File: src/hw/rtl/hmp_track_to_midi_converter_macros.svh
// Assertion macros for the HMP track to MIDI converter.
`ifndef HMP_TRACK_TO_MIDI_CONVERTER_MACROS_SVH
`define HMP_TRACK_TO_MIDI_CONVERTER_MACROS_SVH

`ifndef SYNTHESIS
// Check that pre implies post in the same cycle.
`define HTM_ASSERT_IMPL(label, clk, rst_n, pre, post) \
	label: assert property (@(posedge clk) disable iff (!(rst_n)) (pre) |-> (post)) \
		else $error("same-cycle implication failed");
// Check that pre implies post in the next cycle.
`define HTM_ASSERT_NEXT(label, clk, rst_n, pre, post) \
	label: assert property (@(posedge clk) disable iff (!(rst_n)) (pre) |=> (post)) \
		else $error("next-cycle implication failed");
`else
`define HTM_ASSERT_IMPL(label, clk, rst_n, pre, post)
`define HTM_ASSERT_NEXT(label, clk, rst_n, pre, post)
`endif

`endif

File: src/hw/rtl/htm_pkg.sv
// Types, codes and helpers shared by the HMP track to MIDI converter.
`timescale 1ns / 1ps
package htm_pkg;

	localparam int DEFAULT_MAX_DELTA_GROUPS = 4;

	// Parser phase
	typedef enum logic [2:0] {
		PH_IDLE,
		PH_DELTA,
		PH_CMD,
		PH_MTYPE,
		PH_MLEN,
		PH_MDATA,
		PH_DATA
	} htm_phase_t;

	// Result kinds
	localparam logic [1:0] KIND_BYTE   = 2'd0;
	localparam logic [1:0] KIND_FINISH = 2'd1;
	localparam logic [1:0] KIND_ERROR  = 2'd2;

	// Error codes
	localparam logic [1:0] ERR_DELTA_LONG = 2'd0;
	localparam logic [1:0] ERR_END_META   = 2'd1;
	localparam logic [1:0] ERR_BAD_CMD    = 2'd2;
	localparam logic [1:0] ERR_LENGTH     = 2'd3;

	// Action selector
	localparam logic ACT_BEGIN = 1'b0;

	// Command and meta codes
	localparam logic [7:0] CMD_META     = 8'hFF;
	localparam logic [7:0] META_END     = 8'h2F;
	localparam logic [3:0] CLS_NOTE_OFF = 4'h8;
	localparam logic [3:0] CLS_NOTE_ON  = 4'h9;
	localparam logic [3:0] CLS_POLY_AT  = 4'hA;
	localparam logic [3:0] CLS_CTRL     = 4'hB;
	localparam logic [3:0] CLS_PROG     = 4'hC;
	localparam logic [3:0] CLS_CHAN_AT  = 4'hD;
	localparam logic [3:0] CLS_PITCH    = 4'hE;

	typedef struct packed {
		logic [1:0]  kind;
		logic [7:0]  midi_byte;
		logic [31:0] count;
		logic [1:0]  err;
	} htm_result_t;

	// Data bytes that follow a channel command; zero marks a bad command.
	function automatic logic [1:0] cmd_data_len(input logic [7:0] b);
		logic [1:0] len;
		unique case (b[7:4])
			CLS_NOTE_OFF, CLS_NOTE_ON, CLS_POLY_AT, CLS_CTRL, CLS_PITCH: len = 2'd2;
			CLS_PROG, CLS_CHAN_AT: len = 2'd1;
			default: len = 2'd0;
		endcase
		return len;
	endfunction

	function automatic htm_result_t mk_byte(input logic [7:0] b);
		htm_result_t r;
		r = '0;
		r.kind = KIND_BYTE;
		r.midi_byte = b;
		return r;
	endfunction

	function automatic htm_result_t mk_finish(input logic [31:0] cnt);
		htm_result_t r;
		r = '0;
		r.kind = KIND_FINISH;
		r.count = cnt;
		return r;
	endfunction

	function automatic htm_result_t mk_fail(input logic [1:0] e);
		htm_result_t r;
		r = '0;
		r.kind = KIND_ERROR;
		r.err = e;
		return r;
	endfunction

endpackage

File: src/hw/rtl/hmp_track_to_midi_converter.sv
// Top level: HMP track body to standard MIDI track body converter.
//
//  channel   direction  tdata                               tuser      tlast
//  s_axis    in         [31:0] body_length, [39:32] body_byte  [0] action  -
//  m_axis    out        [7:0] midi_byte, [39:8] count,      [1:0] kind last
//                       [41:40] error_code
//
// Each input transfer is decoded combinationally against the parser state and
// its results (zero to NR, which is MAX_DELTA_GROUPS but at least two) are loaded into a
// result list that drains one output transfer per cycle while m_axis_tready is high.
// The list drain sets the rate at which items are taken.
// A new item is taken while the final result of the previous one is transferred.
// arst_n clears the parser to idle and empties the result list.
`timescale 1ns / 1ps
`include "hmp_track_to_midi_converter_macros.svh"

module hmp_track_to_midi_converter #(
	parameter int MAX_DELTA_GROUPS = htm_pkg::DEFAULT_MAX_DELTA_GROUPS
) (
	input  logic        clk,
	input  logic        arst_n,
	input  logic        s_axis_tvalid,
	output logic        s_axis_tready,
	input  logic [39:0] s_axis_tdata,   // [31:0] body_length, [39:32] body_byte
	input  logic [0:0]  s_axis_tuser,   // [0] action
	output logic        m_axis_tvalid,
	input  logic        m_axis_tready,
	output logic [47:0] m_axis_tdata,   // [7:0] midi_byte, [39:8] track_byte_count,
	                                    // [41:40] error_code, [47:42] zero
	output logic [1:0]  m_axis_tuser,   // [1:0] kind
	output logic        m_axis_tlast
);
	import htm_pkg::*;

	localparam int NR = (MAX_DELTA_GROUPS > 2) ? MAX_DELTA_GROUPS : 2;
	localparam int LW = $clog2(NR + 1);
	localparam int CW = $clog2(MAX_DELTA_GROUPS + 1);
	localparam int DD = (MAX_DELTA_GROUPS > 1) ? MAX_DELTA_GROUPS - 1 : 1;

	typedef struct packed {
		logic       fail;
		logic [1:0] err;
		logic       emit_byte;
		logic       emit_delta;
		logic       finish;
		logic       bound;
		logic       store;
	} htm_event_t;

	// Parser state
	htm_phase_t  phase_q, phase_d;
	logic [CW-1:0] delta_count_q, delta_count_d;
	logic [6:0]  sh_q [DD];
	logic [7:0]  running_status_q, running_status_d;
	logic [1:0]  data_left_q, data_left_d;
	logic [7:0]  meta_type_q, meta_type_d;
	logic [7:0]  meta_left_q, meta_left_d;
	logic [31:0] remaining_q, remaining_d;
	logic [31:0] emitted_q, emitted_d;

	// Result list
	htm_result_t res_s1 [NR];
	htm_result_t res_d  [NR];
	logic [LW-1:0] left_q;
	logic [LW-1:0] n_d;
	logic [LW-1:0] nbytes;

	htm_event_t ev;
	logic        s_acc, m_acc, is_begin;
	logic [31:0] body_length, rem_dec;
	logic [7:0]  b;
	logic [1:0]  cls_len;

	assign body_length = s_axis_tdata[31:0];
	assign b           = s_axis_tdata[39:32];
	assign is_begin    = (s_axis_tuser[0] == ACT_BEGIN);
	assign rem_dec     = remaining_q - 32'd1;
	assign cls_len     = cmd_data_len(b);

	assign s_axis_tready = (left_q == '0) || ((left_q == LW'(1)) && m_axis_tready);
	assign s_acc = s_axis_tvalid && s_axis_tready;
	assign m_acc = m_axis_tvalid && m_axis_tready;

	// Decode the incoming transfer against the current phase
	always_comb begin
		ev = '0;
		if (is_begin) begin
			ev.finish = (body_length == 32'd0);
		end else if (phase_q != PH_IDLE) begin
			if (remaining_q == 32'd0) begin
				ev.fail = 1'b1;
				ev.err  = ERR_LENGTH;
			end else begin
				unique case (phase_q)
					PH_DELTA: begin
						if (delta_count_q >= CW'(MAX_DELTA_GROUPS)) begin
							ev.fail = 1'b1;
							ev.err  = ERR_DELTA_LONG;
						end else begin
							ev.store      = 1'b1;
							ev.emit_delta = b[7];
						end
					end
					PH_CMD: begin
						if (b == CMD_META) begin
							ev.emit_byte = 1'b1;
						end else if (cls_len == 2'd0) begin
							ev.fail = 1'b1;
							ev.err  = ERR_BAD_CMD;
						end else begin
							ev.emit_byte = (b != running_status_q);
						end
					end
					PH_DATA: begin
						ev.emit_byte = 1'b1;
						ev.bound     = (data_left_q == 2'd1);
					end
					PH_MTYPE: begin
						ev.emit_byte = 1'b1;
					end
					PH_MLEN: begin
						ev.emit_byte = 1'b1;
						if (meta_type_q == META_END) begin
							if (b != 8'd0) begin
								ev.fail = 1'b1;
								ev.err  = ERR_END_META;
							end else if (rem_dec != 32'd0) begin
								ev.fail = 1'b1;
								ev.err  = ERR_LENGTH;
							end else begin
								ev.finish = 1'b1;
							end
						end else begin
							ev.bound = (b == 8'd0);
						end
					end
					PH_MDATA: begin
						ev.emit_byte = 1'b1;
						ev.bound     = (meta_left_q == 8'd1);
					end
					default: ev = '0;
				endcase
				if (ev.bound && (rem_dec == 32'd0))
					ev.finish = 1'b1;
			end
		end
	end

	// Count the MIDI bytes this transfer emits
	always_comb begin
		if (ev.emit_delta)
			nbytes = LW'(delta_count_q) + LW'(1);
		else if (ev.emit_byte)
			nbytes = LW'(1);
		else
			nbytes = '0;
	end

	// Next parser state
	always_comb begin
		phase_d          = phase_q;
		delta_count_d    = delta_count_q;
		running_status_d = running_status_q;
		data_left_d      = data_left_q;
		meta_type_d      = meta_type_q;
		meta_left_d      = meta_left_q;
		remaining_d      = remaining_q;
		emitted_d        = emitted_q;
		if (is_begin) begin
			remaining_d      = body_length;
			emitted_d        = 32'd0;
			delta_count_d    = '0;
			data_left_d      = 2'd0;
			meta_type_d      = 8'd0;
			meta_left_d      = 8'd0;
			running_status_d = 8'd0;
			phase_d          = PH_DELTA;
		end else if (phase_q != PH_IDLE) begin
			if (remaining_q != 32'd0)
				remaining_d = rem_dec;
			emitted_d = emitted_q + 32'(nbytes);
			unique case (phase_q)
				PH_DELTA: begin
					if (ev.store) begin
						delta_count_d = delta_count_q + CW'(1);
						if (b[7])
							phase_d = PH_CMD;
					end
				end
				PH_CMD: begin
					if (b == CMD_META) begin
						phase_d = PH_MTYPE;
					end else if (cls_len != 2'd0) begin
						data_left_d      = cls_len;
						running_status_d = b;
						phase_d          = PH_DATA;
					end
				end
				PH_DATA: data_left_d = data_left_q - 2'd1;
				PH_MTYPE: begin
					meta_type_d = b;
					phase_d     = PH_MLEN;
				end
				PH_MLEN: begin
					meta_left_d = b;
					if ((meta_type_q != META_END) && (b != 8'd0))
						phase_d = PH_MDATA;
				end
				PH_MDATA: meta_left_d = meta_left_q - 8'd1;
				default: phase_d = PH_IDLE;
			endcase
			if (ev.bound) begin
				delta_count_d = '0;
				phase_d       = PH_DELTA;
			end
		end
		if (ev.fail || ev.finish)
			phase_d = PH_IDLE;
	end

	// Build the result list for this transfer
	always_comb begin
		logic [31:0] fin_cnt;
		fin_cnt = is_begin ? 32'd0 : emitted_q + 32'(nbytes);
		for (int k = 0; k < NR; k++)
			res_d[k] = '0;
		n_d = '0;
		if (ev.emit_delta) begin
			// newest group first; continuation bit on all but the oldest
			res_d[0] = mk_byte({delta_count_q != '0, b[6:0]});
			for (int k = 1; k < MAX_DELTA_GROUPS; k++) begin
				if (CW'(k) <= delta_count_q)
					res_d[k] = mk_byte({CW'(k) != delta_count_q, sh_q[k-1]});
			end
			n_d = nbytes;
		end else if (ev.emit_byte) begin
			res_d[0] = mk_byte(b);
			n_d = LW'(1);
			if (ev.fail) begin
				res_d[1] = mk_fail(ev.err);
				n_d = LW'(2);
			end else if (ev.finish) begin
				res_d[1] = mk_finish(fin_cnt);
				n_d = LW'(2);
			end
		end else if (ev.fail) begin
			res_d[0] = mk_fail(ev.err);
			n_d = LW'(1);
		end else if (ev.finish) begin
			res_d[0] = mk_finish(fin_cnt);
			n_d = LW'(1);
		end
	end

	// Parser state registers
	always_ff @(posedge clk or negedge arst_n) begin
		if (!arst_n) begin
			phase_q          <= PH_IDLE;
			delta_count_q    <= '0;
			running_status_q <= 8'd0;
			data_left_q      <= 2'd0;
			meta_type_q      <= 8'd0;
			meta_left_q      <= 8'd0;
			remaining_q      <= 32'd0;
			emitted_q        <= 32'd0;
		end else if (s_acc) begin
			phase_q          <= phase_d;
			delta_count_q    <= delta_count_d;
			running_status_q <= running_status_d;
			data_left_q      <= data_left_d;
			meta_type_q      <= meta_type_d;
			meta_left_q      <= meta_left_d;
			remaining_q      <= remaining_d;
			emitted_q        <= emitted_d;
		end
	end

	// Delta group shift line, newest group at the bottom
	always_ff @(posedge clk) begin
		if (s_acc && ev.store) begin
			sh_q[0] <= b[6:0];
			for (int j = 1; j < DD; j++)
				sh_q[j] <= sh_q[j-1];
		end
	end

	// Result list occupancy
	always_ff @(posedge clk or negedge arst_n) begin
		if (!arst_n) begin
			left_q <= '0;
		end else if (s_acc && (n_d != '0)) begin
			left_q <= n_d;
		end else if (m_acc) begin
			left_q <= left_q - LW'(1);
		end
	end

	// Load a new list or advance the head on each output transfer
	always_ff @(posedge clk) begin
		if (s_acc && (n_d != '0)) begin
			res_s1 <= res_d;
		end else if (m_acc) begin
			for (int j = 0; j < NR - 1; j++)
				res_s1[j] <= res_s1[j+1];
		end
	end

	assign m_axis_tvalid = (left_q != '0);
	assign m_axis_tlast  = (left_q == LW'(1));
	assign m_axis_tuser  = res_s1[0].kind;
	assign m_axis_tdata  = {6'd0, res_s1[0].err, res_s1[0].count, res_s1[0].midi_byte};

	// An empty track finishes with the very next output transfer
	`HTM_ASSERT_NEXT(a_empty_finish, clk, arst_n, (s_acc && is_begin && (body_length == 32'd0)), (m_axis_tvalid && (m_axis_tuser == KIND_FINISH) && m_axis_tlast))
	// An error is always the final result of its item
	`HTM_ASSERT_IMPL(a_error_last, clk, arst_n, (m_axis_tvalid && (m_axis_tuser == KIND_ERROR)), m_axis_tlast)
	// While an error is pending the parser already sits idle
	`HTM_ASSERT_IMPL(a_error_idle, clk, arst_n, (m_axis_tvalid && (m_axis_tuser == KIND_ERROR)), (phase_q == PH_IDLE))

endmodule
File: config.mk
export PLATFORM = sky130hd
export DESIGN_NAME = hmp_track_to_midi_converter
export DESIGN_NICKNAME = d
export VERILOG_FILES = /design/src/hw/rtl/htm_pkg.sv /design/src/hw/rtl/hmp_track_to_midi_converter.sv
export VERILOG_INCLUDE_DIRS = /design/src /design/src/hw/rtl
export SDC_FILE = /design/constraint.sdc
export NUM_CORES = 1
export LEC_CHECK = 0
export BUFFER_PORTS_ARGS = -buffer_cell sky130_fd_sc_hd__buf_2
export CORE_ASPECT_RATIO = 1.1
export CORE_UTILIZATION = 65
export CTS_CLUSTER_DIAMETER = 30
export DETAILED_ROUTE_END_ITERATION = 8
export PLACE_DENSITY = 0.89
export SYNTH_ARGS = -nofsm -noshare
export SYNTH_HDL_FRONTEND = slang
export SYNTH_SLANG_ARGS = --single-unit
File: constraint.sdc
create_clock -name clk -period 14 [get_ports clk]
set_clock_uncertainty 0.15 [all_clocks]
set_input_delay 1.4 -clock clk [delete_from_list [all_inputs] [get_ports clk]]
set_output_delay 1.4 -clock clk [all_outputs]
set_load 0.03 [all_outputs]
# Word level (Yosys, flattened, before mapping)
# Memory sizes are Yosys's and may differ from the RTL's.
# Index checks and enable logic that the tools add are counted.
[totals]
mem_count = 1
ramBits = 21
reg_bits = 275
in_bits = 45
[op_classes]
mux = 91
add_sub_neg = 6
order_cmp = 4
reduce_logical = 37
eq_ne = 41
[mem_list]
columns = ["memory", "words", "word_bits", "rd", "rd_clocked_by_memory_dff", "wr", "line_no", "source"]
rows = [
  ["sh_q", 3, 7, 3, 0, 3, "hmp_track_to_midi_converter.sv:53", "logic [6:0] sh_q [DD];"],
]
[op_table]
columns = ["op", "count"]
rows = [
  ["two-way mux 132 bit", 2],
  ["two-way mux 32 bit", 6],
  ["two-way mux 88 bit", 2],
  ["two-way mux 44 bit", 3],
  ["two-way mux 42 bit", 3],
  ["zero test 32 bit", 3],
  ["two-way mux 8 bit", 11],
  ["two-way mux 3 bit", 27],
  ["nonzero test 32 bit", 2],
  ["two-way mux 43 bit", 1],
  ["adder 32 x 3 -> 32 bit", 1],
  ["subtractor 32 x 1 -> 32 bit, second input constant", 1],
  ["equality test 4 bit, second input constant", 7],
  ["two-way mux 1 bit", 21],
  ["case mux 8 bit (2 select lines)", 1],
  ["inequality test 3 x 1 -> 1 bit, second input constant", 5],
  ["inequality test 5 bit, second input constant", 3],
  ["case mux 3 bit (5 select lines)", 1],
  ["two-way mux 2 bit", 6],
  ["nonzero test 3 bit", 4],
  ["two-way mux 5 bit", 2],
  ["inequality test 2 x 1 -> 1 bit, second input constant", 5],
  ["AND reduction 5 bit", 2],
  ["equality test 3 bit, second input constant", 3],
  ["other kinds (39)", 57],
]

# Logic depth before layout (Yosys ltp)
[logic_depth]
word_depth = 20
ltp_mapped = 20
depth_no_buf = 19

# Worst setup path before layout
# OpenSTA, ideal clock, no wires.
[synth_timing]
path_kind = "input port to flip-flop"
from = "input s_axis_tdata[38]"
to = "register res_s1, in the netlist m_axis_tdata[0] (enable)"
n_path_buf = 3
slack_ns = 8.054
t_arrival_ns = 4.892
path_stages = 11
required_ns = 12.946
cell_sequence = "clkbuf_1 nand3_1 nor3_1 or4bb_1 nand2_1 nor3_1 a31oi_4 o21bai_2 buf_6 buf_2 nand2_1"
[synth_via]
elab_chain_cells = 18
[synth_rtl]
columns = ["item", "line_no", "source"]
rows = [
  ["from (decl)", "hmp_track_to_midi_converter.sv:24", "input logic [39:0] s_axis_tdata,"],
  ["zero test 8 bit", "hmp_track_to_midi_converter.sv:134", "ev.bound = (b == 8'd0);"],
  ["two-way mux 1 bit", "hmp_track_to_midi_converter.sv:123", "if (meta_type_q == META_END) begin"],
  ["case mux 1 bit (3 select lines)", "hmp_track_to_midi_converter.sv:94", "unique case (phase_q)"],
  ["two-way mux 1 bit", "hmp_track_to_midi_converter.sv:90", "if (remaining_q == 32'd0) begin"],
  ["two-way mux 1 bit", "hmp_track_to_midi_converter.sv:89", "end else if (phase_q != PH_IDLE) begin"],
  ["two-way mux 1 bit", "hmp_track_to_midi_converter.sv:87", "if (is_begin) begin"],
  ["logical AND 1 bit", "hmp_track_to_midi_converter.sv:143", "if (ev.bound && (rem_dec == 32'd0))"],
  ["two-way mux 1 bit", "hmp_track_to_midi_converter.sv:143", ""],
  ["(+2 left out)", "--", ""],
  ["two-way mux 1 bit", "hmp_track_to_midi_converter.sv:87", ""],
  ["two-way mux 1 bit / two-way mux 2 bit (equally long branches)", "hmp_track_to_midi_converter.sv:249, hmp_track_to_midi_converter.sv:242", ""],
  ["two-way mux 1 bit / two-way mux 3 bit (equally long branches)", "hmp_track_to_midi_converter.sv:246, hmp_track_to_midi_converter.sv:239", ""],
  ["two-way mux 3 bit", "hmp_track_to_midi_converter.sv:236", "end else if (ev.emit_byte) begin"],
  ["two-way mux 3 bit *", "hmp_track_to_midi_converter.sv:228", "if (ev.emit_delta) begin"],
  ["nonzero test 3 bit *", "hmp_track_to_midi_converter.sv:300", "if (s_acc && (n_d != '0)) begin"],
  ["logical AND 1 bit *", "hmp_track_to_midi_converter.sv:300", ""],
  ["nonzero test 2 bit (no source line) *", "--", ""],
  ["to (signal assigned)", "hmp_track_to_midi_converter.sv:301", "res_s1 <= res_d;"],
  ["to (signal, indexed assignment)", "hmp_track_to_midi_converter.sv:304", "res_s1[j] <= res_s1[j+1];"],
  ["to (decl)", "hmp_track_to_midi_converter.sv:62", "htm_result_t res_s1 [NR];"],
]
# Mark *: on every way between the ends. The rest lies on a longest branch, timed or not. The select of a mux whose other input is x is not followed.
# A chain may end at the register's enable or synchronous reset.

# Worst setup path after layout
[layout_timing]
from = "input s_axis_tuser"
to = "register res_s1[116] (netlist bit) (data pin)"
[layout_via]
elab_chain_cells = 10
[layout_rtl]
columns = ["item", "line_no", "source"]
rows = [
  ["from (decl)", "hmp_track_to_midi_converter.sv:25", "input logic [0:0] s_axis_tuser,"],
  ["two-way mux 5 bit", "hmp_track_to_midi_converter.sv:87", ""],
  ["two-way mux 1 bit", "hmp_track_to_midi_converter.sv:153", "else if (ev.emit_byte)"],
  ["two-way mux 3 bit", "hmp_track_to_midi_converter.sv:151", "if (ev.emit_delta)"],
  ["adder 32 x 3 -> 32 bit", "hmp_track_to_midi_converter.sv:224", "fin_cnt = is_begin ? 32'd0 : emitted_q + 32'(nbytes);"],
  ["two-way mux 32 bit", "hmp_track_to_midi_converter.sv:224", ""],
  ["two-way mux 43 bit", "hmp_track_to_midi_converter.sv:242", "end else if (ev.finish) begin"],
  ["two-way mux 44 bit", "hmp_track_to_midi_converter.sv:239", "if (ev.fail) begin"],
  ["two-way mux 44 bit", "hmp_track_to_midi_converter.sv:236", ""],
  ["two-way mux 88 bit", "hmp_track_to_midi_converter.sv:228", ""],
  ["two-way mux 132 bit *", "hmp_track_to_midi_converter.sv:300", ""],
]
# Mark *: on every way between the ends. The rest lies on a longest branch, timed or not.

==> flow_metrics.env <==
export IMPL_timing_max_slew_rel_slack_pct=19.3
export IMPL_power_share_combinational_pct=25.0
export IMPL_gr_usage_met1_pct=39.5
export IMPL_wire_length_of_the_first_global_routing_pass_mm=46.3
export IMPL_reg2regPathDepth=15
export IMPL_swShare_pct=34.1
export IMPL_drtIter0Drc=956
export IMPL_finalWirelength_mm=28.5
export IMPL_worst_setup_hold_path_clk_slew_ns=0.06
export IMPL_sequential_power_share_pct=38.5
export IMPL_hold_path_class="register to register"
export IMPL_status="completed"
export IMPL_syn_inst=1255
export IMPL_gr_total_overflow=0
export IMPL_maxSlewViolCount=0
export IMPL_worst_path_max_fanout=100
export IMPL_drt_pass1_iterations=7
export IMPL_grt_util_all_layers_pct=29.4
export IMPL_cts_max_path_buffers=3
export IMPL_slowest_stage_delay_cp_ns=0.72
export IMPL_clock_power_share_pct=36.5
export IMPL_worstSetupStartpoint="s_axis_tuser"
export IMPL_cts_tree="built"
export IMPL_routed_wire_length_per_instance_um=18.3
export IMPL_chipHeight_um=147
export IMPL_synth_seq_cells=224
export IMPL_cts_num_sinks=224
export IMPL_postSynth_topFlopCell="edfxtp_1"
export IMPL_cell_internal_pwr_w=0.00177
export IMPL_drive_above_1_share_pct=16.6
export IMPL_portBuffers=91
export IMPL_ctsResizeCount=0
export IMPL_worst_slew_pin_transition_ns=1.21
export IMPL_gp_congestion=0.925
export IMPL_final_antenna_net_count=0
export IMPL_die_x_um=134
export IMPL_crit_cells=18
export IMPL_synth_sequential_area_ratio_pct=50.2
export IMPL_startpoint_type="primary input"
export IMPL_arrival_ns=6.12
export IMPL_cpMaxStageDelayCell="buf_4"
export IMPL_criticalPathCategory="primary input to register"
export IMPL_grt_start_max_net_pins=101
export IMPL_postSynth_asyncResetShare_pct=44.2
export IMPL_fin_tns_setup_ns=0
export IMPL_synth_edf_count=125
export IMPL_synth_area_um2=12400
export IMPL_via_count_of_the_first_global_routing_pass=9156
export IMPL_period_share_pct=43.3
export IMPL_buffer_count_from_post_cts_setup_fixing=0
export IMPL_maxCapViolCount=0
export IMPL_antennaDiodeCount=0
export IMPL_rsz0062_at_grt="false"
export IMPL_grtUsageMet2_pct=47.8
export IMPL_cts_buffers=38
export IMPL_r2r_start="remaining_q[4]$_DFFE_PN0P_"
export IMPL_timing_critical_path_to_type="register"
export IMPL_min_from="sh_q[0][6]$_DFFE_PP_"
export IMPL_switchingPower_w=0.000915
export IMPL_antenna_violations_before_repair=0
export IMPL_coreArea_um2=18500
export IMPL_fp_dieArea_um2=19600
export IMPL_vias_per_cell=6.25
export IMPL_detailedPlacementHpwl_mm=17.9
export IMPL_unique_cell_type_count_in_the_yosys_netlist=77
export IMPL_drc_errors=0
export IMPL_hold_viol_final=0
export IMPL_vdd_drop_max_v=0.000123
export IMPL_fmaxAchievable_mhz=165
export IMPL_layout_nets=1346
export IMPL_grt_busiest_layer="met2"
export IMPL_final_count_of_negative_setup_slack_endpoints=0
export IMPL_per_instance_average_area_after_synthesis_um2=9.88
export IMPL_cellLeakagePower_nw=5.66
export IMPL_p_per_area_nw_per_um2=192
export IMPL_path_cells="buf_2, buf_4, clkinv_1, a31oi_1, o311ai_0, nor2_1, a21o_1, ha_1, inv_1, fa_1, nand2b_1, a2111o_1, nor3_1, nor3b_1, and2_1, nand2_1, xor2_1, nor2_1"
export IMPL_cts_htree_levels=2
export IMPL_fp_row_count=52
export IMPL_worst_path_most_repeated_cell="nor2_1"
export IMPL_finalCriticalPeriod_ns=6.06
export IMPL_area_delta_synth_final_pct=12.6
export IMPL_crit_family="simple AND/OR/NAND/NOR gates"
export IMPL_groute_layer_met3_usage_pct=5.66
export IMPL_worst_skew_pair_late_latency_ns=0.50
export IMPL_boundaryPins=98
export IMPL_synth_warning_count=0
export IMPL_holdPathStages=0
export IMPL_detailroute_via_count=9732
export IMPL_ctsHoldBuffers=0
export IMPL_crit_required_ns=14.06
export IMPL_initial_util_pct=66.9
export IMPL_final_core_util_pct=75.4
export IMPL_ctsRootBufferMaster="clkbuf_16"
export IMPL_worst_path_buf_inv=4
-- through the flow --
step	total power, W	worst slack, ns	std cells	area, um^2	hold slack (ns)
finish	0.00268	7.94	1556	14000	0.303
global route	0.00281	7.75	1556	14000	0.311
CTS	0.00268	8.11	1556	14000	0.304
detailed placement	0.00169	7.70	1488	12600	0.288
global placement	0.00166	7.92	1488	12600	0.279
floorplan	0.00156	8.05	1261	12400	0.276
-- cell usage in the layout (no fill, tap or decap), types with 5 or more instances in the layout --
| cell type | netlist | layout |
|---|---|---|
| nand2_1 | 131 | 130 |
| mux2i_1 | 40 | 40 |
| buf_4 | 53 | 8 |
| a31oi_1 | 12 | 12 |
| or3_1 | 11 | 11 |
| a22o_1 | 6 | 6 |
| o32ai_1 | 5 | 5 |
| edfxtp_1 | 125 | 125 |
| o22ai_1 | 16 | 16 |
| o31ai_1 | 5 | 5 |
| conb_1 | 1 | 7 |
| nand2b_1 | 10 | 10 |
| inv_6 | 0 | 7 |
| nand4_1 | 17 | 17 |
| a21o_1 | 5 | 5 |
| mux2_2 | 19 | 19 |
| nor2_1 | 113 | 113 |
| xnor2_1 | 15 | 15 |
| inv_1 | 55 | 55 |
| bufinv_16 | 0 | 7 |
| and3_1 | 10 | 10 |
| o21ai_0 | 75 | 75 |
| xor2_1 | 25 | 25 |
| buf_2 | 13 | 90 |
| nor3_1 | 24 | 24 |
| nand3_1 | 33 | 33 |
| nor3b_1 | 5 | 5 |
| clkinvlp_4 | 0 | 6 |
| and2_1 | 53 | 53 |
| dfrtp_1 | 99 | 99 |
| o21a_1 | 6 | 6 |
| nand3b_1 | 6 | 6 |
| nor4_1 | 27 | 27 |
| ha_1 | 15 | 15 |
| or2_2 | 9 | 9 |
| a21oi_1 | 85 | 84 |
| clkbuf_16 | 0 | 39 |
| nor2b_1 | 7 | 7 |
-- power groups by stage --
stage               Combinational [W]  Clock, W  Sequential (W)
floorplan                    0.000580         0        0.000979
global placement             0.000634         0         0.00103
detailed placement           0.000653         0         0.00104
CTS                          0.000666  0.000988         0.00103
global route                 0.000736   0.00102         0.00105
finish                       0.000670  0.000981         0.00103
-- Yosys cell counts, types with 24 or more instances --
cell      instances  area, um^2
nand2_1         131         492
edfxtp_1        125        3750
nor2_1          113         424
dfrtp_1          99        2480
a21oi_1          85         425
o21ai_0          75         375
inv_1            55         206
and2_1           53         332
buf_4            53         398
clkbuf_1         43         161
mux2i_1          40         400
nand3_1          33         165
nor4_1           27         169
xor2_1           25         219
nor3_1           24         120
-- final timing paths --
path	endpoint	slack, ns
worst max-delay path	res_s1[116]$_SDFFCE_PP0P_	7.94
worst min-delay path	sh_q[0][13]$_DFFE_PP_	0.30
worst max register to register	res_s1[117]$_SDFFCE_PP0P_	8.17
worst min register to register	sh_q[0][13]$_DFFE_PP_	0.30
max in group asynchronous	remaining_q[7]$_DFFE_PN0P_	11.81
min in group asynchronous	meta_left_q[3]$_DFFE_PN0P_	0.75
-- state kept, by name, indices dropped and copies added, names as in the netlist --
name and flops:
emitted_q 32, res_s1 60, left_q 3, sh_q 21, meta_type_q 8, meta_left_q 8, m_axis_tdata 42, delta_count_q 3
m_axis_tuser 2, remaining_q 32, phase_q 3, running_status_q 8, data_left_q 2
-- cells by family after synthesis --
kind of cell	Yosys count	share of synthesized area [%]
other cells	1	0.0302
flops	224	50.2
simple gates	484	20.1
fa+ha+maj	16	1.67
mux	64	5.44
buf+inv	170	7.06
compound gates	256	12.6
xor+xnor	40	2.82
-- per-layer routing --
layer | share of wire (%) | wire, um | vias up
met5 | 0 | 0 | -
met4 | 2.7 | 769 | 0
met3 | 7.8 | 2220 | 82
met2 | 48 | 13800 | 495
met1 | 41 | 11700 | 4656
li1 | - | - | 4499
-- final cells by class --
type,count,area [um^2]
Sequential cell,224,6230
Multi-Input combinational cell,867,5360
Fill cell,1164,4570
Clock buffer,41,983
Timing Repair Buffer,98,510
Clock inverter,27,377
Tap cell,243,304
Inverter,56,210
(Power assumes the default switching activity.)
